[config.mk]
export PLATFORM = sky130hd
export DESIGN_NAME = msic_merge
export DESIGN_NICKNAME = d
export VERILOG_FILES = /design/src/rtl/msic_pkg.sv /design/src/rtl/msic_merge.sv
export SDC_FILE = /design/constraint.sdc
export NUM_CORES = 1
export LEC_CHECK = 0
export BUFFER_PORTS_ARGS = -buffer_cell sky130_fd_sc_hd__buf_2
export CAP_MARGIN = 40
export CELL_PAD_IN_SITES_DETAIL_PLACEMENT = 0
export CELL_PAD_IN_SITES_GLOBAL_PLACEMENT = 2
export CORE_MARGIN = 3
export CORE_UTILIZATION = 30
export CTS_BUF_LIST = sky130_fd_sc_hd__clkbuf_8
export DETAILED_ROUTE_END_ITERATION = 10
export PLACE_DENSITY_LB_ADDON = 0.1
export SYNTH_ARGS = -nofsm -noshare
export SYNTH_HDL_FRONTEND = slang
export SYNTH_SLANG_ARGS = --single-unit
[constraint.sdc]
create_clock -name clk -period 4.39 [get_ports clk]
set_input_delay 0.878 -clock clk [delete_from_list [all_inputs] [get_ports clk]]
set_output_delay 0.878 -clock clk [all_outputs]
set_load 0.1 [all_outputs]
[src/rtl/msic_pkg.sv]
`default_nettype none
package msic_pkg;

    // Store geometry and field widths
    localparam int DEPTH   = 1024;
    localparam int ADDR_W  = (DEPTH > 1) ? $clog2(DEPTH) : 1;
    localparam int FILL_W  = $clog2(DEPTH + 1);
    localparam int DATA_W  = 32;
    localparam int CNT_W   = 39;
    localparam int ECNT_W  = 21;

    // Memory access request from the merge engine
    typedef struct packed {
        logic [ADDR_W-1:0] rd_addr;
        logic              wr_en;
        logic [ADDR_W-1:0] wr_addr;
        logic [DATA_W-1:0] wr_data;
        logic              src_a;
    } msic_mem_req_t;

    // Merge engine status toward the top level
    typedef struct packed {
        logic             done;
        logic [CNT_W-1:0] count;
    } msic_status_t;

endpackage
`default_nettype wire

[src/rtl/msic_merge.sv]
`default_nettype none
module msic_merge (
    input  wire logic                        clk,
    input  wire logic                        rst_n,
    input  wire logic                        start,
    input  wire logic [msic_pkg::FILL_W-1:0] n,
    input  wire logic [msic_pkg::DATA_W-1:0] rd_data,
    output msic_pkg::msic_mem_req_t          req,
    output msic_pkg::msic_status_t           status
);
    import msic_pkg::*;

    typedef enum logic [7:0] {
        M_IDLE    = 8'b0000_0001,
        M_FETCH_A = 8'b0000_0010,
        M_FETCH_B = 8'b0000_0100,
        M_WAIT_B  = 8'b0000_1000,
        M_MERGE   = 8'b0001_0000,
        M_REFILL  = 8'b0010_0000,
        M_NEXT    = 8'b0100_0000,
        M_DONE    = 8'b1000_0000
    } msic_mstate_t;

    msic_mstate_t      state_reg, state_next;
    logic [FILL_W-1:0] n_reg, n_next;
    logic [FILL_W-1:0] width_reg, width_next;
    logic [FILL_W-1:0] lo_reg, lo_next;
    logic [FILL_W-1:0] mid_reg, mid_next;
    logic [FILL_W-1:0] hi_reg, hi_next;
    logic [FILL_W-1:0] a_reg, a_next;
    logic [FILL_W-1:0] b_reg, b_next;
    logic [FILL_W-1:0] k_reg, k_next;
    logic [CNT_W-1:0]  count_reg, count_next;
    logic              src_a_reg, src_a_next;
    logic              took_a_reg, took_a_next;
    logic [DATA_W-1:0] head_a_reg, head_a_next;
    logic [DATA_W-1:0] head_b_reg, head_b_next;

    logic [FILL_W-1:0] rem;
    logic [FILL_W:0]   width2;
    logic [FILL_W:0]   lo_sum;
    logic [FILL_W-1:0] run_mid;
    logic [FILL_W-1:0] run_hi;
    logic              take_a;
    logic [FILL_W-1:0] a_inc;
    logic [FILL_W-1:0] b_inc;

    // Run bounds, merge choice and index increments for the current pair of runs
    always_comb
    begin
        rem     = n_reg - lo_reg;
        width2  = {width_reg, 1'b0};
        lo_sum  = {1'b0, lo_reg} + width2;
        run_mid = ({1'b0, rem} > {1'b0, width_reg}) ? (lo_reg + width_reg) : n_reg;
        run_hi  = ({1'b0, rem} > width2) ? lo_sum[FILL_W-1:0] : n_reg;
        take_a  = (b_reg >= hi_reg)
                  || ((a_reg < mid_reg) && ($signed(head_a_reg) <= $signed(head_b_reg)));
        a_inc   = a_reg + 1'b1;
        b_inc   = b_reg + 1'b1;
    end

    // Sequence the merge passes
    always_comb
    begin
        state_next  = state_reg;
        n_next      = n_reg;
        width_next  = width_reg;
        lo_next     = lo_reg;
        mid_next    = mid_reg;
        hi_next     = hi_reg;
        a_next      = a_reg;
        b_next      = b_reg;
        k_next      = k_reg;
        count_next  = count_reg;
        src_a_next  = src_a_reg;
        took_a_next = took_a_reg;
        head_a_next = head_a_reg;
        head_b_next = head_b_reg;
        req.rd_addr = a_reg[ADDR_W-1:0];
        req.wr_en   = 1'b0;
        req.wr_addr = k_reg[ADDR_W-1:0];
        req.wr_data = take_a ? head_a_reg : head_b_reg;
        req.src_a   = src_a_reg;
        status.done = (state_reg == M_DONE);
        status.count = count_reg;

        case (state_reg)
            M_IDLE:
            begin
                if (start)
                begin
                    n_next     = n;
                    width_next = {{(FILL_W-1){1'b0}}, 1'b1};
                    lo_next    = '0;
                    count_next = '0;
                    src_a_next = 1'b1;
                    state_next = (n > {{(FILL_W-1){1'b0}}, 1'b1}) ? M_FETCH_A : M_DONE;
                end
            end
            M_FETCH_A:
            begin
                // Latch run bounds and read the left head
                mid_next    = run_mid;
                hi_next     = run_hi;
                a_next      = lo_reg;
                b_next      = run_mid;
                k_next      = lo_reg;
                req.rd_addr = lo_reg[ADDR_W-1:0];
                state_next  = M_FETCH_B;
            end
            M_FETCH_B:
            begin
                head_a_next = rd_data;
                req.rd_addr = b_reg[ADDR_W-1:0];
                state_next  = M_WAIT_B;
            end
            M_WAIT_B:
            begin
                head_b_next = rd_data;
                state_next  = M_MERGE;
            end
            M_MERGE:
            begin
                // Write the smaller head, fetch its successor
                req.wr_en   = 1'b1;
                k_next      = k_reg + 1'b1;
                took_a_next = take_a;
                if (take_a)
                begin
                    a_next      = a_inc;
                    req.rd_addr = a_inc[ADDR_W-1:0];
                end
                else
                begin
                    b_next      = b_inc;
                    req.rd_addr = b_inc[ADDR_W-1:0];
                    count_next  = count_reg + {{(CNT_W-FILL_W){1'b0}}, mid_reg - a_reg};
                end
                state_next = ((k_reg + 1'b1) == hi_reg) ? M_NEXT : M_REFILL;
            end
            M_REFILL:
            begin
                if (took_a_reg)
                begin
                    head_a_next = rd_data;
                end
                else
                begin
                    head_b_next = rd_data;
                end
                state_next = M_MERGE;
            end
            M_NEXT:
            begin
                // Advance to the next pair or the next pass, or finish after the last pass
                if (lo_sum >= {1'b0, n_reg})
                begin
                    lo_next    = '0;
                    src_a_next = !src_a_reg;
                    width_next = width2[FILL_W-1:0];
                    state_next = (width2 >= {1'b0, n_reg}) ? M_DONE : M_FETCH_A;
                end
                else
                begin
                    lo_next    = lo_sum[FILL_W-1:0];
                    state_next = M_FETCH_A;
                end
            end
            M_DONE:
            begin
                state_next = M_IDLE;
            end
            default:
            begin
                state_next = M_IDLE;
            end
        endcase
    end

    // Control state
    always_ff @(posedge clk or negedge rst_n)
    begin
        if (!rst_n)
        begin
            state_reg <= M_IDLE;
            count_reg <= '0;
            src_a_reg <= 1'b1;
        end
        else
        begin
            state_reg <= state_next;
            count_reg <= count_next;
            src_a_reg <= src_a_next;
        end
    end

    // Indexes and heads
    always_ff @(posedge clk)
    begin
        n_reg      <= n_next;
        width_reg  <= width_next;
        lo_reg     <= lo_next;
        mid_reg    <= mid_next;
        hi_reg     <= hi_next;
        a_reg      <= a_next;
        b_reg      <= b_next;
        k_reg      <= k_next;
        took_a_reg <= took_a_next;
        head_a_reg <= head_a_next;
        head_b_reg <= head_b_next;
    end

endmodule
`default_nettype wire

# After elaboration in Yosys (flattened, before gate mapping)
# Cells that the tools add are included.
dict set report totals {
  wordCells 95
  input_bits 46
  regBits 201
  output_inout_bits 94
}
dict set report op_classes {
  n_reduce_logical 17
  n_lt_le_gt_ge 8
  muxes 33
  addsub 8
  eq_ne 15
}
# operator count
set ops {}
lappend ops {{32-bit one-hot mux with 2 select lines} 2}
lappend ops {{11-bit one-hot mux with 2 select lines} 5}
lappend ops {{32-bit two-way mux} 3}
lappend ops {{11-bit two-way mux} 8}
lappend ops {{39-bit two-way mux} 2}
lappend ops {{39-bit one-hot mux with 2 select lines} 1}
lappend ops {{8-bit one-hot mux with 6 select lines} 1}
lappend ops {{39-bit by 11-bit adder with 39-bit output} 1}
lappend ops {{11-bit by 1-bit adder with 11-bit output, second input constant} 3}
lappend ops {{32-bit <= comparator} 1}
lappend ops {{8-bit two-way mux} 4}
lappend ops {{10-bit one-hot mux with 3 select lines} 1}
lappend ops {{12-bit by 11-bit greater-or-equal comparator with 1-bit output} 2}
lappend ops {{11-bit subtractor} 2}
lappend ops {{11-bit by 12-bit adder with 12-bit output} 1}
lappend ops {{11-bit by 12-bit > comparator with 1-bit output} 1}
lappend ops {{2-bit != test, second input constant} 6}
lappend ops {{2-bit AND reduction} 6}
lappend ops {{11-bit adder} 1}
lappend ops {{11-bit == test} 1}
lappend ops {{11-bit greater-or-equal comparator} 1}
lappend ops {{11-bit by 1-bit > comparator with 1-bit output, second input constant} 1}
lappend ops {{11-bit > comparator} 1}
lappend ops {{11-bit < comparator} 1}
lappend ops {{other kinds (18)} 25}

# Logic depth before layout (Yosys ltp)
dict set report depth {
  word_depth 5
  mapped_depth 21
  depth_no_buf 20
}

# Least setup slack after synthesis
# No wires, ideal clock.
dict set report synth_path {
  kind {register to output}
  from {register a_reg[1]}
  to {output req[44] (netlist bit)}
  slack_ns -2.122
  path_stages_with_launch 14
  t_arrival_ns 5.634
  t_required_ns 3.512
  path_buffers 2
  path_cell_list {edfxtp_1 inv_1 ha_1 nor2b_1 o31a_1 o21ai_1 a21oi_1 a21oi_1 nor3_4 nor2_8 inv_4 buf_6 buf_4 o311ai_0}
}
# element line
set synth_rtl {}
lappend synth_rtl {{start, declared} msic_merge.sv:30} ;# logic [FILL_W-1:0] a_reg, a_next;
lappend synth_rtl {{start signal, assigned} msic_merge.sv:205} ;# a_reg <= a_next;
lappend synth_rtl {{end, declared} msic_merge.sv:8} ;# output msic_pkg::msic_mem_req_t req,

==> summary.md <==
| Metric | Value |
|---|---|
| Dpl hpwl | 30,900 um |
| Die W | 215 um |
| Total GRT Usage | 17.3% |
| Most used cell, CP | buf_6 |
| Pins Over Slew Limit | 0 |
| Dominant cell type by area after synthesis | edfxtp_1 |
| Gate Count Post-Synth | 1,317 |
| Min cycle time layout | 4.52 ns |
| Die Y | 215 um |
| Slew margin rel. | 46.8% |
| R2r setup slk | 0.28 ns |
| Gpl congestion | 0.795 |
| Starting Density | 30.4% |
| # clock sinks | 200 |
| ANT cells | 0 |
| Final worst setup slack | -0.133 ns |
| RSZ-0062 raised after global routing | yes |
| Ports | 140 |
| Final Hold Fails | 0 |
| CP Data Required Time | 3.51 ns |
| Final non-filler cell total | 2,123 |
| Synthesized area | 13,100 sq um |
| Max incr delay on CP | 0.42 ns |
| Clock transition at the registers of the reported paths | 0.12 ns |
| Clock Skews | 0.0179 ns |
| Layout Nets | 1,715 |
| Crit Path Max Fanout | 7 |
| Fraction of layout cells with a size suffix above 1 | 27.0% |
| Synth cell count leaders | edfxtp_1 (152), ha_1 (140), inv_1 (124) |
| WL/cell | 19.4 um |
| PortBufs | 139 |
| Slowest-stage cell, CP | edfxtp_1 |
| Share of the synthesized area in the top cell type | 34.7% |
| Switch share | 49.9% |
| # hold bufs at CTS | 0 |
| Clock network power share | 10.1% |
| Arr. time, crit path | 3.64 ns |
| Period utilization | 103% |
| Flop pwr share | 22.0% |
| TritonCTS Buffers | 17 |
| Net Count, Synth | 1,507 |
| Seq/Total Area, Yosys | 43.9% |
| Fillers | 4,326 |
| Final TNS setup | -1.65 ns |
| Core area | 43,200 sq um |
| Async S/R FF share, synth | 24.0% |
| DR vias | 10,300 |
| Syn Area/Cell | 9.98 sq um |
| Detailed Routing Iterations Pass 1 | 5 |
| Sw Pwr | 6.22 mW |
| Ys Warns | 0 |
| Die area | 46,300 sq um |
| Critical path type | flop to primary output |
| Failing checks | negative setup slack |
| Max-Cap Viols | 0 |
| Placed Instances | 2,050 |
| Remaining antenna violation count after routing | 0 |
| Startpoint types | flop |
| Worst-margin pin slew | 0.798 ns |
| Top cells by area, synth | edfxtp_1 (35%), ha_1 (13%), dfrtp_1 (8.8%) |
| Root Driver | clkbuf_8 |
| Initial antenna violation count | 0 |
| Max reg flops | 39 |
| Largest net degree at the start of global routing | 43 |
| Syn-to-layout area delta | 29.9% |
| Pleak | 7.29 nW |
| Gr ovfl total | 0 |
| TritonCTS clock tree | done |
| Type of destination of the critical path | primary output |
| Pwr dens | 730 nW/um^2 |
| Worst vdd ir | 0.000343 V |
| Vias per cell | 4.85 |
| Status | complete, but fails checks |
| EDFF count, synth | 152 |
| FP Rows | 76 |
| Int Power | 6.24 mW |
| Most frequent cell after synthesis | edfxtp_1 |
| Routed wire length | 41,200 um |
| #FFs+latches synth | 200 |
| CP Cell Sequence | ha_1 -> nand4_4 -> nor4_4 -> a21boi_2 -> o31a_1 -> o211a_1 -> nor3_4 -> buf_6 -> nor2_8 -> inv_8 -> buf_6 -> a21oi_4 -> a2bb2oi_4 -> buf_12 |
| Number of global-route vias before repair | 10,400 |
| Worst hold slack | 0.238 ns |
| Finish-stage setup viols | 28 |
| First-pass GRT wire length | 61,700 um |
| Dominant synthesized flop cell | edfxtp_1 |
| Hold crit path type | primary input to async pin |
| Comb pwr share | 67.9% |
| Fmax | 0.221 GHz |
| Post-route DRC | 0 |
| Post-synth cell types | 73 |
| Iter 0 DRT Violations | 557 |
| Clock tree buffer depth | 2 |
| Clock Latency Late Sink | 0.51 ns |
| H-Tree Depth | 4 |
[path summary, 6_finish.rpt]
path,startpoint,endpoint,cells after the start
min in group clk,src_a_reg,src_a_reg,2
worst min register to register,src_a_reg,src_a_reg,2
max in group asynchronous,rst_n,state_reg[0],2
worst max register to register,lo_reg[1],state_reg[7],15
worst max-delay path,head_a_reg[12],req[52],14
worst min-delay path,rst_n,count_reg[8],1
[per-layer routing]
metal	global-route usage [%]	vias to the layer above	wire length, um
met2	30.6	114	20800
met5	0	-	0
li1	-	5185	-
met3	2.76	10	941
met4	2.78	0	236
met1	22.8	4993	19200
[cell families (layout without fill, tap and decap cells)]
| group | count (synthesis) | in the layout | share of synthesized area [%] |
|---|---|---|---|
| AND/OR/NAND/NOR | 392 | 392 | 15.4 |
| AO/OA/AOI/OAI | 314 | 314 | 14.8 |
| flip-flops | 200 | 200 | 43.9 |
| buffers and inverters | 174 | 395 | 5.56 |
| adder cells (fa/ha/maj) | 144 | 144 | 13.9 |
| XOR/XNOR | 77 | 77 | 5.13 |
| multiplexers | 16 | 16 | 1.29 |
[layout make-up]
| type | instances | area, sq um | share of cell area, % |
|---|---|---|---|
| Multi-Input combinational cell | 943 | 7390 | 43.3 |
| Timing Repair inverter | 3 | 42.5 | 0.249 |
| Inverter | 126 | 485 | 2.84 |
| Sequential cell | 200 | 5770 | 33.8 |
| Clock inverter | 15 | 173 | 1.01 |
| Timing Repair Buffer | 234 | 2250 | 13.2 |
| Tap cell | 585 | 732 | 4.29 |
| Clock buffer | 17 | 234 | 1.37 |
[critical path, delay by kind of cell (launching register included)]
kind | cells | cell delay, ns
adder cells (fa/ha/maj) | 1 | 0.34
AO/OA/AOI/OAI | 5 | 0.95
AND/OR/NAND/NOR | 4 | 0.79
flip-flops | 1 | 0.42
buffers and inverters | 4 | 0.60
[power by group through the flow]
stage                     Combinational (mW)  Clock [mW]  Sequential (mW)
after floorplan                         4.89           0             2.70
after global placement                  7.30           0             2.79
after detailed placement                7.30           0             2.79
after CTS                               7.88        1.31             2.74
after global routing                    9.12        1.39             2.77
final                                   8.46        1.26             2.74
[cell usage in the layout (no fill, tap or decap), types with 21 or more instances in the layout]
cell / n
nand2_2: 21
nand3_1: 49
o31ai_1: 21
buf_4: 75
buf_12: 44
a21o_1: 23
nor2_1: 92
edfxtp_1: 152
o21ai_0: 45
a21oi_1: 105
xnor2_1: 49
nand2_1: 71
o21ai_4: 27
xor2_1: 28
dfrtp_1: 46
ha_1: 131
inv_1: 113
buf_2: 97
[through the flow]
stage	worst slack, ns	util (%)	cell area (sq um)	total power [mW]
after floorplan	-0.898	-	13300	7.60
after global placement	0.114	35.7	15400	10.1
after detailed placement	0.107	35.8	15500	10.1
after CTS	-0.136	37.8	16300	11.9
after global routing	-0.260	39.5	17100	13.3
final	-0.133	39.5	17100	12.5
[timing repair]
item / in CTS / in global routing
buffers inserted: 16 / 17
pin swaps: 20 / 21
gates cloned: 3 / 7
endpoints found under the setup margin: 42 / 84
endpoints found under the hold margin: 0 / 0
gates resized for setup: 66 / 110
(Power assumes the default switching activity.)
